===== src/design/prau_pkg.sv =====
package prau_pkg;

  localparam int RowW         = 32;
  localparam int GridWidthDef = 32;

  // configuration port
  localparam int CfgIdxW  = 1;
  localparam int CfgDataW = 2;
  localparam logic [CfgIdxW-1:0] CFG_NEIGHBOURHOOD_MODE = 1'd0;
  localparam logic [CfgIdxW-1:0] CFG_INCLUDE_SELF       = 1'd1;

  // output queue
  localparam int OqDepth = 4;
  localparam int OqPtrW  = 2;
  localparam int OqCntW  = 3;

  typedef enum logic [1:0] {
    MODE_MOORE       = 2'd0,
    MODE_VON_NEUMANN = 2'd1,
    MODE_DIAGONAL    = 2'd2
  } mode_e;

  typedef struct packed {
    logic [1:0] mode;
    logic       include_self;
  } rule_cfg_t;

  // 3x3 window around one cell, bit 0 = column to the left
  typedef struct packed {
    logic [2:0] up;
    logic [2:0] mid;
    logic [2:0] dn;
  } lane_win_t;

  typedef struct packed {
    logic [RowW-1:0] cells;
    logic            frame_end;
  } out_beat_t;

endpackage


===== src/design/prau_lane.sv =====
module prau_lane (
  input  prau_pkg::lane_win_t win_i,
  input  prau_pkg::rule_cfg_t cfg_i,
  output logic                cell_o
);

  logic orth;
  logic diag;
  logic par;

  assign orth = win_i.up[1] ^ win_i.dn[1] ^ win_i.mid[0] ^ win_i.mid[2];
  assign diag = win_i.up[0] ^ win_i.up[2] ^ win_i.dn[0] ^ win_i.dn[2];

  always_comb begin
    case (cfg_i.mode)
      prau_pkg::MODE_VON_NEUMANN: par = orth;
      prau_pkg::MODE_DIAGONAL:    par = diag;
      default:                    par = orth ^ diag;  // Moore, and the unused code
    endcase
  end

  assign cell_o = par ^ (cfg_i.include_self & win_i.mid[1]);

endmodule


===== src/design/prau_row.sv =====
module prau_row #(
  parameter int GRID_WIDTH = prau_pkg::GridWidthDef
) (
  input  logic [prau_pkg::RowW-1:0] up_i,
  input  logic [prau_pkg::RowW-1:0] mid_i,
  input  logic [prau_pkg::RowW-1:0] dn_i,
  input  prau_pkg::rule_cfg_t       cfg_i,
  output logic [prau_pkg::RowW-1:0] row_o
);

  localparam int Lanes = (GRID_WIDTH > prau_pkg::RowW) ? prau_pkg::RowW : GRID_WIDTH;
  localparam logic [prau_pkg::RowW:0] GridMaskW =
      (prau_pkg::RowW+1)'((64'd1 << Lanes) - 64'd1);
  localparam logic [prau_pkg::RowW-1:0] GridMask = GridMaskW[prau_pkg::RowW-1:0];

  // padded with a dead column on each side
  logic [prau_pkg::RowW+1:0] up_ext;
  logic [prau_pkg::RowW+1:0] mid_ext;
  logic [prau_pkg::RowW+1:0] dn_ext;

  assign up_ext  = {1'b0, up_i  & GridMask, 1'b0};
  assign mid_ext = {1'b0, mid_i & GridMask, 1'b0};
  assign dn_ext  = {1'b0, dn_i  & GridMask, 1'b0};

  for (genvar i = 0; i < prau_pkg::RowW; i++) begin : g_col
    if (i < Lanes) begin : g_lane
      prau_pkg::lane_win_t win;
      assign win.up  = up_ext[i+2:i];
      assign win.mid = mid_ext[i+2:i];
      assign win.dn  = dn_ext[i+2:i];
      prau_lane u_lane (
        .win_i  (win),
        .cfg_i  (cfg_i),
        .cell_o (row_o[i])
      );
    end else begin : g_dead
      assign row_o[i] = 1'b0;
    end
  end

endmodule


===== src/design/prau_outq.sv =====
module prau_outq (
  input  logic                 clk_i,
  input  logic                 rst_ni,
  input  logic [1:0]           push_n_i,
  input  prau_pkg::out_beat_t  beat0_i,
  input  prau_pkg::out_beat_t  beat1_i,
  output logic                 room_o,
  output logic                 valid_o,
  output prau_pkg::out_beat_t  beat_o,
  input  logic                 stall_i
);

  prau_pkg::out_beat_t mem [prau_pkg::OqDepth];

  logic [prau_pkg::OqPtrW-1:0] wr_q, wr_d;
  logic [prau_pkg::OqPtrW-1:0] rd_q, rd_d;
  logic [prau_pkg::OqCntW-1:0] cnt_q, cnt_d;
  logic                        pop;

  assign valid_o = (cnt_q != '0);
  assign beat_o  = mem[rd_q];
  assign pop     = valid_o & ~stall_i;
  // room for the two beats a final row can produce
  assign room_o  = (cnt_q <= prau_pkg::OqCntW'(prau_pkg::OqDepth - 2));

  assign wr_d  = wr_q + prau_pkg::OqPtrW'(push_n_i);
  assign rd_d  = rd_q + prau_pkg::OqPtrW'(pop);
  assign cnt_d = cnt_q + prau_pkg::OqCntW'(push_n_i) - prau_pkg::OqCntW'(pop);

  always_ff @(posedge clk_i) begin
    if (push_n_i != 2'd0) begin
      mem[wr_q] <= beat0_i;
    end
    if (push_n_i == 2'd2) begin
      mem[wr_q + 1'b1] <= beat1_i;
    end
  end

  always_ff @(posedge clk_i or negedge rst_ni) begin
    if (!rst_ni) begin
      wr_q  <= '0;
      rd_q  <= '0;
      cnt_q <= '0;
    end else begin
      wr_q  <= wr_d;
      rd_q  <= rd_d;
      cnt_q <= cnt_d;
    end
  end

endmodule


===== src/design/parity_rule_automaton_row_step.sv =====
// Parity-rule automaton, one generation, streamed a row per beat.
// Input channel: row_cells_i/final_row_i under in_valid_i/in_stall_o, rows
// top to bottom; final_row_i marks the bottom row of the grid.
// Output channel: next_row_cells_o/frame_end_o under out_valid_o/out_stall_i.
// Each output row is the next generation of the row accepted one beat
// earlier, so the first row of a grid gives nothing; the final row gives two
// beats (the row before it and itself, the latter with frame_end_o set). A
// one-row grid gives one beat with frame_end_o set.
// A result is written into the output queue at the clock edge that accepts the
// beat that completes its window. Throughput: one input row per cycle while
// in_stall_o is low; one lane per grid column evaluates the whole row
// combinationally, so the output port (one beat per cycle) is the only limit.
// A 4-entry output queue decouples the sides; input stalls only while fewer
// than two entries are free, i.e. when the receiver holds out_stall_i.
// Reset empties the line buffers and queue, mode Moore, self not counted.
// The user writes configuration (cfg_we_i/cfg_idx_i/cfg_data_i) only while idle; the block does not enforce this.
module parity_rule_automaton_row_step #(
  parameter int GRID_WIDTH = prau_pkg::GridWidthDef
) (
  input  logic                          clk_i,
  input  logic                          rst_ni,
  input  logic                          cfg_we_i,
  input  logic [prau_pkg::CfgIdxW-1:0]  cfg_idx_i,
  input  logic [prau_pkg::CfgDataW-1:0] cfg_data_i,
  input  logic                          in_valid_i,
  output logic                          in_stall_o,
  input  logic [prau_pkg::RowW-1:0]     row_cells_i,
  input  logic                          final_row_i,
  output logic                          out_valid_o,
  input  logic                          out_stall_i,
  output logic [prau_pkg::RowW-1:0]     next_row_cells_o,
  output logic                          frame_end_o
);

  prau_pkg::rule_cfg_t cfg_q;

  logic [prau_pkg::RowW-1:0] row_above_q, row_above_d;
  logic [prau_pkg::RowW-1:0] row_middle_q, row_middle_d;
  logic [1:0]                rows_buf_q, rows_buf_d;

  logic                      accept;
  logic                      room;
  logic                      empty;
  logic [1:0]                push_n;
  logic [prau_pkg::RowW-1:0] a_up, a_mid, a_dn;
  logic [prau_pkg::RowW-1:0] row_a, row_b;
  prau_pkg::out_beat_t       beat0, beat1, beat_out;

  assign in_stall_o = ~room;
  assign accept     = in_valid_i & room;
  assign empty      = (rows_buf_q == 2'd0);

  always_ff @(posedge clk_i or negedge rst_ni) begin
    if (!rst_ni) begin
      cfg_q.mode         <= prau_pkg::MODE_MOORE;
      cfg_q.include_self <= 1'b0;
    end else if (cfg_we_i) begin
      case (cfg_idx_i)
        prau_pkg::CFG_NEIGHBOURHOOD_MODE: cfg_q.mode         <= cfg_data_i;
        prau_pkg::CFG_INCLUDE_SELF:       cfg_q.include_self <= cfg_data_i[0];
        default: ;
      endcase
    end
  end

  // first unit: row above the new one (or the lone row of a one-row grid)
  always_comb begin
    if (empty) begin
      a_up  = '0;
      a_mid = row_cells_i;
      a_dn  = '0;
    end else begin
      a_up  = (rows_buf_q == 2'd2) ? row_above_q : '0;
      a_mid = row_middle_q;
      a_dn  = row_cells_i;
    end
  end

  prau_row #(.GRID_WIDTH(GRID_WIDTH)) u_row_a (
    .up_i  (a_up),
    .mid_i (a_mid),
    .dn_i  (a_dn),
    .cfg_i (cfg_q),
    .row_o (row_a)
  );

  // second unit: the bottom row itself, on a final beat
  prau_row #(.GRID_WIDTH(GRID_WIDTH)) u_row_b (
    .up_i  (row_middle_q),
    .mid_i (row_cells_i),
    .dn_i  ('0),
    .cfg_i (cfg_q),
    .row_o (row_b)
  );

  assign beat0.cells     = row_a;
  assign beat0.frame_end = empty & final_row_i;
  assign beat1.cells     = row_b;
  assign beat1.frame_end = 1'b1;

  always_comb begin
    push_n       = 2'd0;
    row_above_d  = row_above_q;
    row_middle_d = row_middle_q;
    rows_buf_d   = rows_buf_q;
    if (accept) begin
      if (empty) begin
        if (final_row_i) begin
          push_n = 2'd1;
        end else begin
          row_above_d  = '0;
          row_middle_d = row_cells_i;
          rows_buf_d   = 2'd1;
        end
      end else if (final_row_i) begin
        push_n       = 2'd2;
        row_above_d  = '0;
        row_middle_d = '0;
        rows_buf_d   = 2'd0;
      end else begin
        push_n       = 2'd1;
        row_above_d  = row_middle_q;
        row_middle_d = row_cells_i;
        rows_buf_d   = 2'd2;
      end
    end
  end

  always_ff @(posedge clk_i or negedge rst_ni) begin
    if (!rst_ni) begin
      row_above_q  <= '0;
      row_middle_q <= '0;
      rows_buf_q   <= 2'd0;
    end else begin
      row_above_q  <= row_above_d;
      row_middle_q <= row_middle_d;
      rows_buf_q   <= rows_buf_d;
    end
  end

  prau_outq u_outq (
    .clk_i    (clk_i),
    .rst_ni   (rst_ni),
    .push_n_i (push_n),
    .beat0_i  (beat0),
    .beat1_i  (beat1),
    .room_o   (room),
    .valid_o  (out_valid_o),
    .beat_o   (beat_out),
    .stall_i  (out_stall_i)
  );

  assign next_row_cells_o = beat_out.cells;
  assign frame_end_o      = beat_out.frame_end;

endmodule


===== config.mk =====
export PLATFORM = sky130hd
export DESIGN_NAME = parity_rule_automaton_row_step
export DESIGN_NICKNAME = d
export VERILOG_FILES = /design/src/design/prau_pkg.sv /design/src/design/prau_lane.sv /design/src/design/prau_row.sv /design/src/design/prau_outq.sv /design/src/design/parity_rule_automaton_row_step.sv
export SDC_FILE = /design/constraint.sdc
export NUM_CORES = 1
export LEC_CHECK = 0
export BUFFER_PORTS_ARGS = -buffer_cell sky130_fd_sc_hd__buf_2
export CAP_MARGIN = 20
export CELL_PAD_IN_SITES_DETAIL_PLACEMENT = 0
export CELL_PAD_IN_SITES_GLOBAL_PLACEMENT = 1
export CORE_MARGIN = 5
export CORE_UTILIZATION = 50
export DETAILED_ROUTE_END_ITERATION = 6
export GPL_ROUTABILITY_DRIVEN = 0
export HOLD_SLACK_MARGIN = 0.15
export PLACE_DENSITY_LB_ADDON = 0.3
export SLEW_MARGIN = 30
export SYNTH_ARGS = -nofsm -noshare
export SYNTH_HDL_FRONTEND = slang
export SYNTH_SLANG_ARGS = --single-unit

===== constraint.sdc =====
create_clock -name clk_i -period 4.6 [get_ports clk_i]
set_clock_uncertainty 0.2 [all_clocks]
set_input_delay 0.46 -clock clk_i [delete_from_list [all_inputs] [get_ports clk_i]]
set_output_delay 0.46 -clock clk_i [all_outputs]
set_load 0.03 [all_outputs]

==> reports/summary.txt <==
Chip height - 192 um
Final net count - 1813
FF+latch count, synth - 208
Distinct cells, synth - 75
Initial antenna violation count - 0
Status - finished, final reports clean
Post-Route WL - 50400 um
Commonest non-fill, non-tap cell in the layout - nand2_1
Number of synthesized flops with an enable pin - 128
Final Worst Setup Slack - 1170 ps
Final period utilization - 74.5%
Register-to-register setup slack - 1170 ps
Worst-case clock buffer depth - 3
Worst Hold Depth - 3
Top_reg_cell synth - edfxtp_1
Post-route ant nets - 0
Die footprint - 36700 um^2
Worst-Skew Late Latency - 530 ps
Pwr/cell area - 747 nW/um^2
DRC - 0
Rows - 66
Gr ovfl total - 0
Clk sink count - 208
Hold-fix buffers at CTS - 41
Static Leak - 6.64 nW
DR WL/cell - 22.7 um
Fin crit period - 3430 ps
CP Launch Type - flop
Synth Area in Simple Gates - 13.4%
Synth area leaders - edfxtp_1 23%, xnor2_1 12%, dfrtp_1 12%, nand2_1 6.1%, mux4_2 4.5%
Synthesized area per cell - 9.43 um^2
Share of cells above drive strength 1 - 15.9%
Final hold violations - 0
CTS clk-pin slew, worst paths - 60 ps
Worst slack, placed - 1280 ps
End of the worst hold path - u_outq.rd_q[0]
Starting Density - 50.7%
Synth warn - 0
Final TNS setup - 0 ps
Die width - 192 um
RR Endpoint - u_outq.mem[0][8]
CTS buffer count - 24
Drt first pass iters - 6
Max_slew headroom - 37.8%
GRT Util Overall - 27.5%
Largest family of logic cells by synthesized area - compound AO/OA/AOI/OAI gates
Compound-Gate Fraction of Synth Area - 19.2%
RSZ-0062 raised after global routing - no
Max VDD drop - 0.000445 V
Final setup viols - 0
Area after DPL - 17100 um^2
Multi-input gate area - 9760 um^2
Diode count - 0
Core ar. - 32500 um^2
DRT iter0 DRCs - 1459
FILL cells - 2876
Syn nets - 1802
Post-Synth Adder-Cell Area - 0.880%
Crit-path max FO - 54
Port Buffer Count - 75
Async SR Flop Fraction - 36.5%
Mux cell area share after synthesis - 8.73%
Largest net degree at the start of global routing - 95
Hold Crit Start - out_stall_i
Post-CTS Setup Inserts - 0
Via Count - 13700
TritonCTS clock tree - done
Post-Syn Instances - 1750
Area grow syn2layout - 11.0%
Register Area - 5830 um^2
Critical path required time - 4650 ps
Hold Path Class - input port to flop
Max-slew violation count - 0
WS Path Type - flop to flop
R2r startpoint - rows_buf_q[1]
HPWL after DPL - 35100 um
Max Freq - 292 MHz
Register-to-Register Path Depth - 9
Max-cap violations - 0
Post-route cell area - 18300 um^2
First-pass GRT wire length - 79100 um
Worst slew pin tran - 933 ps
Most frequent cells in the layout - 267 x nand2_1, 223 x xnor2_1, 128 x edfxtp_1, 83 x a21oi_1, 74 x buf_2
Post-synth top area share - 23.3%
# IOs - 76
Synthesized area - 16500 um^2
Register area share after synthesis - 35.3%
Via density - 6.19
Vias in the first global route - 13100
CP Capture Type - flop
Post_cts resized - 0
Area leader, netlist - edfxtp_1
Critical Path AT - 3470 ps
Root Driver - clkbuf_16
Xor and xnor area share after synthesis - 16.8%
H-tree Lvls - 1
==> registers in the layout, summed over array words and instances (netlist names) <==
signal,flops
u_outq.mem,132
u_outq.cnt_q,3
u_outq.rd_q,2
row_above_q,32
row_middle_q,32
cfg_q,3
rows_buf_q,2
u_outq.wr_q,2
==> cells by family after synthesis <==
kind of cell               count (synthesis)
xor gates and xnor gates                 294
muxes                                     95
and+or+nand+nor                          474
buffers and inverters                    222
adders and majority gates                 11
DFF                                      208
AOI/OAI and AO/OA                        446
==> routing by layer <==
| metal | wire [um] | share of wire (%) | track usage (%) | vias to the layer above |
|---|---|---|---|---|
| met4 | 834 | 1.7 | 5.75 | 0 |
| met1 | 23700 | 47 | 43.6 | 6620 |
| met3 | 4590 | 9.1 | 4.38 | 72 |
| met5 | 0 | 0 | 0 | - |
| li1 | - | - | - | 6387 |
| met2 | 21200 | 42 | 39.5 | 669 |
==> metrics by stage <==
stage / util, % / hold WS [ps] / std cells / total power, W
after global routing: 56.3 / 155 / 2221 / 0.0145
after floorplan: - / -35.6 / 1750 / 0.00947
final: 56.3 / 166 / 2221 / 0.0137
after detailed placement: 52.6 / 257 / 2136 / 0.0116
after global placement: 52.6 / 250 / 2136 / 0.0114
after CTS: 56.3 / 152 / 2221 / 0.0136
==> power breakdown <==
group          switching, W  total, W  internal, W  leakage [nW]
clock              0.000795   0.00197      0.00118         0.387
combinational       0.00517   0.00842      0.00325          4.05
sequential         0.000806   0.00329      0.00248          2.20
total               0.00677    0.0137      0.00691          6.64
==> critical path: stages (launching register included) <==
cell and delay [ps]:
dfrtp_2 580, buf_4 570, nor2b_2 270, buf_4 260
nand2_1 90, mux2i_1 140, a21oi_1 90, xnor2_1 610
o2bb2ai_1 130, o21bai_1 190
==> layout make-up <==
class                      count  area share, %
clock buffer                  30           3.57
clock inverter                14          0.806
sequential                   208           31.8
timing repair buffer         164           6.56
inverter                      43          0.908
tap                          442           3.02
multi-input combinational   1320           53.3
==> cells in the mapped netlist, drive strengths merged, types with 6 or more instances <==
| library cell | number |
|---|---|
| nand3 | 71 |
| ha | 10 |
| nor2 | 31 |
| xor2 | 49 |
| mux2i | 28 |
| a22oi | 31 |
| a21oi | 84 |
| a21boi | 6 |
| edfxtp | 128 |
| o22ai | 22 |
| inv | 42 |
| nor2b | 39 |
| mux2 | 34 |
| mux4 | 33 |
| nand2b | 9 |
| o2bb2ai | 19 |
| dfrtp | 76 |
| o221ai | 76 |
| a211oi | 34 |
| clkbuf | 107 |
| buf | 72 |
| o21bai | 20 |
| nor3 | 7 |
| a221o | 12 |
| nand2 | 273 |
| a221oi | 29 |
| o21ai | 75 |
| xnor2 | 241 |
==> how the worst max path moves through the flow <==
stage                         from              endpoint  slack (ps)  cells after the start
floorplan            rows_buf_q[1]     u_outq.mem[3][10]        1150                     10
global placement     rows_buf_q[1]     u_outq.mem[1][29]        1370                      9
detailed placement   rows_buf_q[1]      u_outq.mem[0][8]        1280                      9
CTS                 u_outq.rd_q[0]  next_row_cells_o[27]        1240                      3
global route         rows_buf_q[1]      u_outq.mem[0][8]         920                      9
finish               rows_buf_q[1]      u_outq.mem[0][8]        1170                      9
(Power assumes the default switching activity.)
